<file path="src/rtl/qtmc_pkg.sv">
package qtmc_pkg;

   // field widths
   localparam int QUAT_W  = 16;
   localparam int SCALE_W = 16;
   localparam int FIX_W   = 32;

   // raw product of two quaternion parts, and a doubled sum of two of them
   localparam int PROD_W = 2 * QUAT_W;
   localparam int SUM_W  = PROD_W + 2;

   // sum times scale, before rounding
   localparam int WIDE_W = SUM_W + SCALE_W;

   // fraction bits: sums are Q.28, scaled products Q.36, results Q16.16
   localparam int FRAC_SUM  = 2 * (QUAT_W - 2);
   localparam int FRAC_WIDE = FRAC_SUM + 8;
   localparam int FRAC_FIX  = 16;
   localparam int DROP_W    = FRAC_WIDE - FRAC_FIX;
   localparam int RND_W     = WIDE_W - DROP_W;

   // pipeline depth from accept to result beat
   localparam int LATENCY = 5;

   typedef logic signed [QUAT_W-1:0]  quat_type;
   typedef logic signed [SCALE_W-1:0] scale_type;
   typedef logic signed [FIX_W-1:0]   fix_type;
   typedef logic signed [PROD_W-1:0]  prod_type;
   typedef logic signed [SUM_W-1:0]   sum_type;
   typedef logic signed [WIDE_W-1:0]  wide_type;

   // the constant one at Q.28
   localparam sum_type ONE_SUM = sum_type'(64'd1 << FRAC_SUM);

endpackage

</file>
<file path="src/rtl/qtmc_scale_round.sv">
module qtmc_scale_round (
   input  logic              clock,
   input  qtmc_pkg::sum_type   sum_in,
   input  qtmc_pkg::scale_type scale_in,
   output qtmc_pkg::fix_type   result
);
   import qtmc_pkg::*;

   localparam int CMP_W = FIX_W + 2;
   localparam logic signed [CMP_W-1:0] FIX_MAX = CMP_W'((64'd1 << (FIX_W - 1)) - 64'd1);
   localparam logic signed [CMP_W-1:0] FIX_MIN = -(CMP_W'(64'd1 << (FIX_W - 1)));
   localparam wide_type HALF_LSB = wide_type'(64'd1 << (DROP_W - 1));

   wide_type                 wide_ff;
   wide_type                 wide_in;
   wide_type                 rounded;
   logic signed [RND_W-1:0]  shifted;
   logic signed [CMP_W-1:0]  ext;
   fix_type                  result_ff;
   fix_type                  result_in;

   // scale multiply
   always_comb begin
      wide_in = wide_type'(sum_in) * wide_type'(scale_in);
   end

   // round half up, drop fraction bits, clamp to 32 bits
   always_comb begin
      rounded = wide_ff + HALF_LSB;
      shifted = RND_W'(rounded >>> DROP_W);
      ext     = CMP_W'(shifted);
      if (ext > FIX_MAX) begin
         result_in = fix_type'(FIX_MAX);
      end else if (ext < FIX_MIN) begin
         result_in = fix_type'(FIX_MIN);
      end else begin
         result_in = fix_type'(ext);
      end
   end

   always_ff @(posedge clock) begin
      wide_ff   <= wide_in;
      result_ff <= result_in;
   end

   assign result = result_ff;

endmodule

</file>
<file path="config.mk">
export PLATFORM = sky130hd
export DESIGN_NAME = qtmc_scale_round
export DESIGN_NICKNAME = d
export VERILOG_FILES = /design/src/rtl/qtmc_pkg.sv /design/src/rtl/qtmc_scale_round.sv
export SDC_FILE = /design/constraint.sdc
export NUM_CORES = 1
export LEC_CHECK = 0
export ABC_AREA = 1
export BUFFER_PORTS_ARGS = -buffer_cell sky130_fd_sc_hd__buf_2
export CAP_MARGIN = 0
export CORE_ASPECT_RATIO = 1.75
export CORE_MARGIN = 3
export CORE_UTILIZATION = 55
export DETAILED_ROUTE_END_ITERATION = 10
export GPL_ROUTABILITY_DRIVEN = 0
export PLACE_DENSITY = 0.72
export SLEW_MARGIN = 40
export SYNTH_ARGS = -nofsm -noshare
export SYNTH_HDL_FRONTEND = slang
export SYNTH_SLANG_ARGS = --single-unit
</file>
<file path="constraint.sdc">
create_clock -name clock -period 10.25 [get_ports clock]
set_clock_uncertainty 0.1 [all_clocks]
set_input_delay 2.05 -clock clock [delete_from_list [all_inputs] [get_ports clock]]
set_output_delay 2.05 -clock clock [all_outputs]
set_load 0.05 [all_outputs]
</file>
==> results.cfg, run 1 <==
[timing]
slew_violations = 0
tightest_slew_ns = 0.840
whs_ns = 0.393
grt_setup_unrepaired = no
slew_headroom_pct = 44.0
finalCritPeriodShare_pct = 79.2
hold_violations = 0
tns_ns = 0
setup_viol = 0
min_period_ns = 8.12
fmax_ghz = 0.123

[clocking]
ctsHtreeMaxLevel = 3
clk_pin_slew_ns = 0.05
root_buffer = clkbuf_16
numCtsBuffers = 9
clk_latency_ns = 0.33
cts_tree = yes
cts_setup_buffers = 0
cts_hold_buf = 0
cts.sinks = 62
clock_path_buffers = 2
cts_resized = 0

[global_route]
grt_pass1_vias = 20200
track_usage_pct = 29.4
grt_max_degree = 36
grt_first_pass_wirelength_mm = 98.8
grt-ovfl-total = 0
antenna_found_initial = 0

[placement]
numPortBuffers = 82
dp_hpwl_mm = 49.4

[logic_synthesis]
yosys.area.top_type = fa_1
syn_area_per_cell_sq_um = 7.52
synth_top_area_share_pct = 46.4
syn_area_sq_um = 22100
synthesis.nets = 3623
syn_inst = 2943
synth-seq-cells = 62
ys_types = 35
ys_warn_count = 0
synthTopCellsByArea = fa_1 (46%), inv_1 (16%), nand2_1 (13%), ha_1 (6.6%), dfxtp_1 (5.6%)
yosysSeqAreaShare_pct = 5.61

[worst_setup_path]
criticalPathCategory = input pin to register
path_buf_inv = 7
cp.arrival_ns = 8.25
crit_slowest_cell = fa_1
start_kind = input pin
max_stage_delay_ns = 0.94
cp_cell_sequence = buf_2 -> nand2_1 -> inv_1 -> fa_1 -> fa_1 -> inv_1 -> fa_1 -> fa_1 -> inv_1 -> fa_1 -> inv_1 -> fa_1 -> inv_1 -> ha_1 -> nand2_1 -> nor2_1 -> inv_1 -> nor3_1 -> nand3_1 -> nand4_1 -> nand2_1
cp-end-kind = register
critPathTopFamily = adder cells
crit_required_ns = 10.38
cp_max_fo = 34

[route]
antenna_left = 0
via_per_inst = 5.29
wl_per_cell_um = 17.4
drc = 0
drtIter0Drc = 1096
wl_mm = 59.3
num_vias = 18000
drtPass1Iterations = 6

[layout]
synthToLayoutAreaGrowth_pct = 4.19
fin_nets = 3593
post-route-util_pct = 58.4
drive_gt1_share_pct = 4.39
antenna_cells = 0

[die]
initial_core_util_pct = 56.0
dieArea_sq_um = 42800
core_sq_um = 39500
io_pins = 83
row_count = 96
die_y_um = 271
die_w_um = 158

[outcome]
outcome = complete, no violations

[worst_hold_path]
hold_path.class = register to register

[flow_run]
cap_violations = 0
-- final cells by class --
cell class                 count  area (sq um)
multi-input combinational   1809         16900
fill                        3565         16500
inverter                     948          3560
sequential                    62          1240
tap                          490           613
timing repair buffer          83           433
clock buffer                   9           225
clock inverter                 7           128
-- sequential cells by signal, indices dropped and copies added, names as in the netlist --
register,count
result,31
wide_ff,31
-- cells in the mapped netlist --
library cell and n:
o211ai_1 1, dfxtp_1 62, nor2_8 1, o21bai_1 7, nor4_1 4, a21oi_1 60, nand3_1 46, nor2_4 3
nand3b_1 1, nor4_2 1, buf_2 2, nand3_4 1, nand3_2 3, a21boi_0 1, o21a_1 8, nand2_1 776
o21ai_0 32, buf_4 1, buf_1 2, or2_2 7, ha_1 116, nor3_2 1, nand4_1 25, xnor2_1 15
fa_1 513, a21o_1 1, nor3_1 13, nor2_2 4, nand2_4 1, inv_2 1, nor2_1 128, nand2_2 6
xor2_1 34, clkbuf_1 119, inv_1 947
-- per-stage QoR --
stage / setup WS [ns] / area [sq um] / instances
2_1_floorplan: 2.65 / 22100 / 2943
3_3_place_gp: 2.02 / 22700 / 3392
3_5_place_dp: 1.86 / 22700 / 3392
4_1_cts: 2.20 / 23000 / 3408
5_1_grt: 1.74 / 23100 / 3408
6_report: 2.13 / 23100 / 3408
-- worst register-to-register path, delay by kind of cell (launching register included) --
family | cells | cell delay [ns]
adder cells (fa/ha/maj) | 1 | 0.26
XOR/XNOR | 1 | 0.18
flip-flops | 1 | 0.35
buffers and inverters | 1 | 0.05
AND/OR/NAND/NOR | 3 | 0.69
-- kinds of logic (layout without fill, tap and decap cells) --
family                     after synthesis  in the layout  synth area share [%]
AOI/OAI and AO/OA                      110            110                  2.69
xor gates and xnor gates                49             49                  1.94
adders and majority gates              629            629                  53.0
buffers and inverters                 1072           1047                  18.2
DFF                                     62             62                  5.61
and+or+nand+nor                       1021           1021                  18.6
-- layout by cell type (no fill, tap or decap), types with 6 or more instances in the layout --
master and n:
a21oi_1 60, buf_2 76, buf_4 7, clkbuf_16 9, dfxtp_1 62, fa_1 513
ha_1 116, inv_1 947, nand2_1 776, nand2_2 6, nand3_1 46, nand4_1 25
nor2_1 128, nor3_1 13, o21a_1 8, o21ai_0 32, o21bai_1 7, or2_2 7
xnor2_1 15, xor2_1 34
-- worst paths after layout --
kind	slack, ns	from	to	depth (start not counted)
setup / recovery	2.13	scale_in[2]	wide_ff[49]$_DFF_P_	21
hold reg to reg	0.39	wide_ff[49]$_DFF_P_	result[31]$_SDFF_PN0_	2
hold / removal	0.39	wide_ff[49]$_DFF_P_	result[31]$_SDFF_PN0_	2
setup reg to reg	8.53	wide_ff[19]$_DFF_P_	result[23]$_SDFF_PN1_	6
-- routing by layer --
| layer | track usage, % | vias up | share of wire (%) |
|---|---|---|---|
| li1 | - | 8080 | - |
| met1 | 30.0 | 8910 | 32 |
| met2 | 53.7 | 730 | 54 |
| met3 | 3.38 | 309 | 4.9 |
| met4 | 21.6 | 0 | 9.4 |
| met5 | 0 | - | 0 |
Power of run 1 is not shown: default switching activity piles up to over one toggle a cycle in this logic, so the estimate is an artifact.
==> run 2: changes to the inputs <==
--- a/config.mk
+++ b/config.mk
@@ -13,7 +13,7 @@
 export CORE_UTILIZATION = 55
 export DETAILED_ROUTE_END_ITERATION = 10
 export GPL_ROUTABILITY_DRIVEN = 0
-export PLACE_DENSITY = 0.72
+export PLACE_DENSITY = 0.75
 export SLEW_MARGIN = 40
 export SYNTH_ARGS = -nofsm -noshare
 export SYNTH_HDL_FRONTEND = slang
==> constraint.sdc (replaced) <==
create_clock -name clock -period 6.98 [get_ports clock]
set_clock_uncertainty 0.1 [all_clocks]
set_input_delay 1.396 -clock clock [delete_from_list [all_inputs] [get_ports clock]]
set_output_delay 1.396 -clock clock [all_outputs]
set_load 0.05 [all_outputs]
==> run 2 against run 1 <==
Effect of this change: die area is the same; wire length shrank 0.24%; design area rose by 3.6%; non-clock buffer count is 93 higher; count of clock-buffer cells in the layout grew 1; global-route usage fell by 0.18 points; core utilization rose by 2.1 points; via count up 1.5%; critical path type unchanged.
==> results.cfg, run 2 (synthesized netlist as in run 1, its figures left out) <==
[outcome]
outcome = complete, no violations

[global_route]
antenna_found_initial = 2
grt_pass1_vias = 20300
grt-ovfl-total = 0
grt_first_pass_wirelength_mm = 98.3
grt_max_degree = 29
track_usage_pct = 29.2

[timing]
min_period_ns = 6.77
finalCritPeriodShare_pct = 97.0
setup_viol = 0
slew_headroom_pct = 60.9
hold_violations = 0
grt_setup_unrepaired = no
slew_violations = 0
fmax_ghz = 0.148
tightest_slew_ns = 0.582
tns_ns = 0

[worst_setup_path]
max_stage_delay_ns = 0.57
worstSetupPathDepth = 23
critPathTopFamily = adder cells
cp-end-kind = register
cp_cell_sequence = buf_2 -> buf_12 -> nand2_1 -> fa_1 -> inv_1 -> fa_1 -> fa_1 -> fa_1 -> fa_1 -> inv_1 -> fa_1 -> inv_1 -> ha_1 -> nand2_1 -> inv_1 -> a21oi_1 -> o21ai_0 -> buf_4 -> nand2_1 -> nand2_1 -> inv_1 -> nand2_1 -> xor2_1
crit_slowest_cell = fa_1
start_kind = input pin
ff2ff_path_depth = 11
cp.arrival_ns = 6.87
crit_required_ns = 7.08
crit_top_cell = fa_1
path_buf_inv = 8
cp_max_fo = 25
r2r_start = wide_ff[23]$_DFF_P_
timing.rr.end = result[31]$_SDFF_PN0_
criticalPathCategory = input pin to register
regToRegSetupSlack_ns = 5.16

[clocking]
clock_path_buffers = 2
ctsHtreeMaxLevel = 3
root_buffer = clkbuf_16
cts_hold_buf = 0
clk_latency_ns = 0.33
numCtsBuffers = 9
clk_pin_slew_ns = 0.05
cts_tree = yes
cts.sinks = 62
cts_setup_buffers = 0
cts_resized = 0

[layout]
fin_nets = 3686
filler_cell_count = 3534
layout_common_cells = inv_1 (947), nand2_1 (775), fa_1 (511), nor2_1 (127), ha_1 (116)
final_common_cell = inv_1
synthToLayoutAreaGrowth_pct = 7.89
drive_gt1_share_pct = 7.47

[worst_hold_path]
hp-start = wide_ff[49]$_DFF_P_
hold_end = result[30]$_SDFF_PN1_
hold_depth = 2
hold_path.class = register to register

[route]
via_per_inst = 5.22
antenna_left = 0
wl_per_cell_um = 16.9
wl_mm = 59.2
drtIter0Drc = 1083
drc = 0
drtPass1Iterations = 6
num_vias = 18300

[die]
dieArea_sq_um = 42800
die_y_um = 271
die_w_um = 158
io_pins = 83
row_count = 96
initial_core_util_pct = 56.0
core_sq_um = 39500

[placement]
numPortBuffers = 82
dp_hpwl_mm = 50.9

[flow_run]
cap_violations = 0
-- run 2: tightest hold or removal path, stage by stage (launching register included) --
cell	delay (ns)
dfxtp_1	0.32
nand2_1	0.08
nand2_1	0.04
-- run 2: how the worst max path moves through the flow --
stage / endpoint / slack (ns) / startpoint
floorplan: wide_ff[49]$_DFF_P_ / 0.03 / scale_in[4]
global placement: wide_ff[34]$_DFF_P_ / -0.07 / scale_in[10]
detailed placement: wide_ff[26]$_DFF_P_ / -0.09 / scale_in[10]
CTS: wide_ff[26]$_DFF_P_ / 0.24 / scale_in[10]
global route: wide_ff[35]$_DFF_P_ / 0.004 / scale_in[4]
finish: wide_ff[32]$_DFF_P_ / 0.21 / scale_in[10]
-- run 2: layout make-up --
class | count | area (sq um) | share of cell area [%]
flip-flops and latches | 62 | 1240 | 5.20
well taps | 490 | 613 | 2.57
clock buffers | 10 | 229 | 0.959
multi-input cells | 1809 | 16900 | 70.7
repair buffers | 176 | 1290 | 5.42
inverters | 948 | 3560 | 14.9
clock inverters | 6 | 62.6 | 0.262
diodes | 1 | 2.50 | 0.0105
-- run 2: metrics by stage --
step / cell area [sq um] / hold WS (ns) / worst slack [ns] / std cells / util (%)
4_1_cts: 23900 / 0.399 / 0.237 / 3501 / 60.4
3_5_place_dp: 23600 / 0.392 / -0.0885 / 3485 / 59.6
6_report: 23900 / 0.386 / 0.210 / 3502 / 60.4
2_1_floorplan: 22100 / 0.337 / 0.0318 / 2943 / -
3_3_place_gp: 23600 / 0.392 / -0.0740 / 3485 / 59.6
5_1_grt: 23900 / 0.437 / 0.00432 / 3501 / 60.4
-- run 2: layer usage --
| metal | GRT usage (%) | routed length (um) | part of all wire (%) |
|---|---|---|---|
| met4 | 19.9 | 5340 | 9.0 |
| met5 | 0 | 16 | 0.027 |
| met3 | 3.64 | 3140 | 5.3 |
| met1 | 28.8 | 18500 | 31 |
| met2 | 55.0 | 32100 | 54 |
Power of run 2 is left out for the same reason.
==> run 3: changes to the inputs <==
--- a/config.mk
+++ b/config.mk
@@ -8,12 +8,14 @@
 export ABC_AREA = 1
 export BUFFER_PORTS_ARGS = -buffer_cell sky130_fd_sc_hd__buf_2
 export CAP_MARGIN = 0
+export CELL_PAD_IN_SITES_DETAIL_PLACEMENT = 1
+export CELL_PAD_IN_SITES_GLOBAL_PLACEMENT = 2
 export CORE_ASPECT_RATIO = 1.75
 export CORE_MARGIN = 3
-export CORE_UTILIZATION = 55
+export CORE_UTILIZATION = 35
 export DETAILED_ROUTE_END_ITERATION = 10
 export GPL_ROUTABILITY_DRIVEN = 0
-export PLACE_DENSITY = 0.75
+export PLACE_DENSITY_LB_ADDON = 0.1
 export SLEW_MARGIN = 40
 export SYNTH_ARGS = -nofsm -noshare
 export SYNTH_HDL_FRONTEND = slang
==> run 3 against run 2 <==
Effect of this change: cell count grew 14%; non-clock buffer count grew 187; first-iteration DRC count shrank 57%; maximum frequency grew 0.38%; worst hold slack gained 0.021 ns; setup slack gained 0.026 ns; sequential share of layout area shrank 0.40 points; design area grew 8.2%; critical path depth grew 1; global-route usage shrank 5.9 points; critical endpoint is now wide_ff[30]$_DFF_P_.
==> results.cfg, run 3 (synthesized netlist as in run 1, its figures left out) <==
[clocking]
ctsHtreeMaxLevel = 3
clk_latency_ns = 0.34
cts_setup_buffers = 0
clock_path_buffers = 2
numCtsBuffers = 9
root_buffer = clkbuf_16
cts.sinks = 62
clk_pin_slew_ns = 0.06
cts_tree = yes

[layout]
drive_gt1_share_pct = 13.4
stdcell_count = 3997
synthToLayoutAreaGrowth_pct = 16.8
fin_nets = 3873
layout_common_cells = inv_1 (947), nand2_1 (775), fa_1 (511), buf_4 (259), nor2_1 (121)
antenna_cells = 0
final_common_cell = inv_1

[timing]
slew_headroom_pct = 61.3
grt_setup_unrepaired = yes
finalCritPeriodShare_pct = 96.6
setup_viol = 0
min_period_ns = 6.74
hold_violations = 0
tns_ns = 0
worst_slack_ns = 0.236
fmax_ghz = 0.148
slew_violations = 0
tightest_slew_ns = 0.575

[worst_setup_path]
regToRegSetupSlack_ns = 5.10
cp.arrival_ns = 6.92
cp_max_fo = 17
crit_start = scale_in[1]
ff2ff_path_depth = 7
start_kind = input pin
criticalPathCategory = input pin to register
crit_slowest_cell = fa_1
max_stage_delay_ns = 0.53
crit_top_cell = fa_1
endpoint = wide_ff[30]$_DFF_P_
cp_cell_sequence = buf_2 -> buf_12 -> buf_4 -> buf_4 -> nand2_1 -> fa_1 -> fa_1 -> fa_1 -> fa_1 -> inv_1 -> fa_1 -> inv_1 -> fa_1 -> inv_1 -> ha_1 -> nand2_1 -> nor2_1 -> inv_1 -> nor2_1 -> nor2_1 -> nand2_1 -> a21oi_1 -> xnor2_1 -> buf_4
cp-end-kind = register
timing.rr.end = result[25]$_SDFF_PN1_
r2r_start = wide_ff[36]$_DFF_P_
crit_required_ns = 7.15

[global_route]
antenna_found_initial = 1
track_usage_pct = 23.3
grt_pass1_vias = 22300
grt_max_degree = 22
grt_first_pass_wirelength_mm = 120
grt-ovfl-total = 0

[route]
wl_per_cell_um = 18.6
wl_mm = 74.3
drc = 0
drtIter0Drc = 470
antenna_left = 0
via_per_inst = 4.62
num_vias = 18500
drtPass1Iterations = 5

[die]
initial_core_util_pct = 35.5
core_sq_um = 62400
die_w_um = 196
io_pins = 83
die_y_um = 339
dieArea_sq_um = 66400
row_count = 121

[placement]
dp_slack_ns = -0.389
dp_hpwl_mm = 68.2
dp.cells = 3981
numPortBuffers = 82

[outcome]
outcome = complete, no violations

[worst_hold_path]
hold_path.class = register to register

[flow_run]
cap_violations = 0
==> run 3: cell count changes in the layout (fill, tap and decap cells not counted), moves of 2 or more <==
cell      change
xor2_1        -2
xor2_2        +2
buf_12        +8
a21oi_2       +4
buf_4       +179
a21oi_1       -4
nor2_1        -6
clkinv_2      -2
clkinv_4      +2
nor2_2        +6
==> run 3: timing repair <==
action,in CTS,in global routing
hold buffers,0,0
resized for setup,1,23
setup endpoints to repair,1,23
pin swaps,0,1
==> run 3: layer usage <==
metal	GRT usage, %	vias to the layer above	wire, um
met5	0	-	0
li1	-	8635	-
met4	10.2	0	4210
met1	22.6	9390	24900
met2	48.6	296	43900
met3	1.69	160	1300
==> run 3: cell type report <==
| class | instances | area (sq um) |
|---|---|---|
| inverter | 948 | 3560 |
| clock buffer | 9 | 225 |
| timing repair buffer | 363 | 2800 |
| tap | 799 | 1000 |
| fill | 7849 | 36500 |
| multi-input combinational | 1809 | 16900 |
| sequential | 62 | 1240 |
| clock inverter | 7 | 82.6 |
==> run 3: worst max-delay path: cells and delay by family <==
| kind | cells | cell delay, ns |
|---|---|---|
| compound gates | 1 | 0.19 |
| xor+xnor | 1 | 0.19 |
| buf+inv | 9 | 1.18 |
| fa+ha+maj | 7 | 3.24 |
| simple gates | 6 | 0.68 |
==> run 3: how the worst min path moves through the flow <==
stage | depth (start not counted) | to | startpoint | slack, ns
finish | 1 | result[0]$_SDFF_PN1_ | wide_ff[20]$_DFF_P_ | 0.41
global route | 1 | result[0]$_SDFF_PN1_ | wide_ff[20]$_DFF_P_ | 0.44
CTS | 1 | result[12]$_SDFF_PN1_ | wide_ff[32]$_DFF_P_ | 0.42
detailed placement | 1 | result[0]$_SDFF_PN1_ | wide_ff[20]$_DFF_P_ | 0.39
global placement | 1 | result[0]$_SDFF_PN1_ | wide_ff[20]$_DFF_P_ | 0.40
floorplan | 2 | result[30]$_SDFF_PN1_ | wide_ff[49]$_DFF_P_ | 0.34
==> run 3: per-stage QoR <==
| step | area (sq um) | hold slack [ns] | util, % |
|---|---|---|---|
| 6_report | 25900 | 0.407 | 41.4 |
| 5_1_grt | 25900 | 0.441 | 41.4 |
| 4_1_cts | 25800 | 0.416 | 41.3 |
| 3_5_place_dp | 25500 | 0.386 | 40.8 |
| 3_3_place_gp | 25500 | 0.400 | 40.8 |
| 2_1_floorplan | 22100 | 0.337 | - |
Power of run 3 is left out for the same reason.
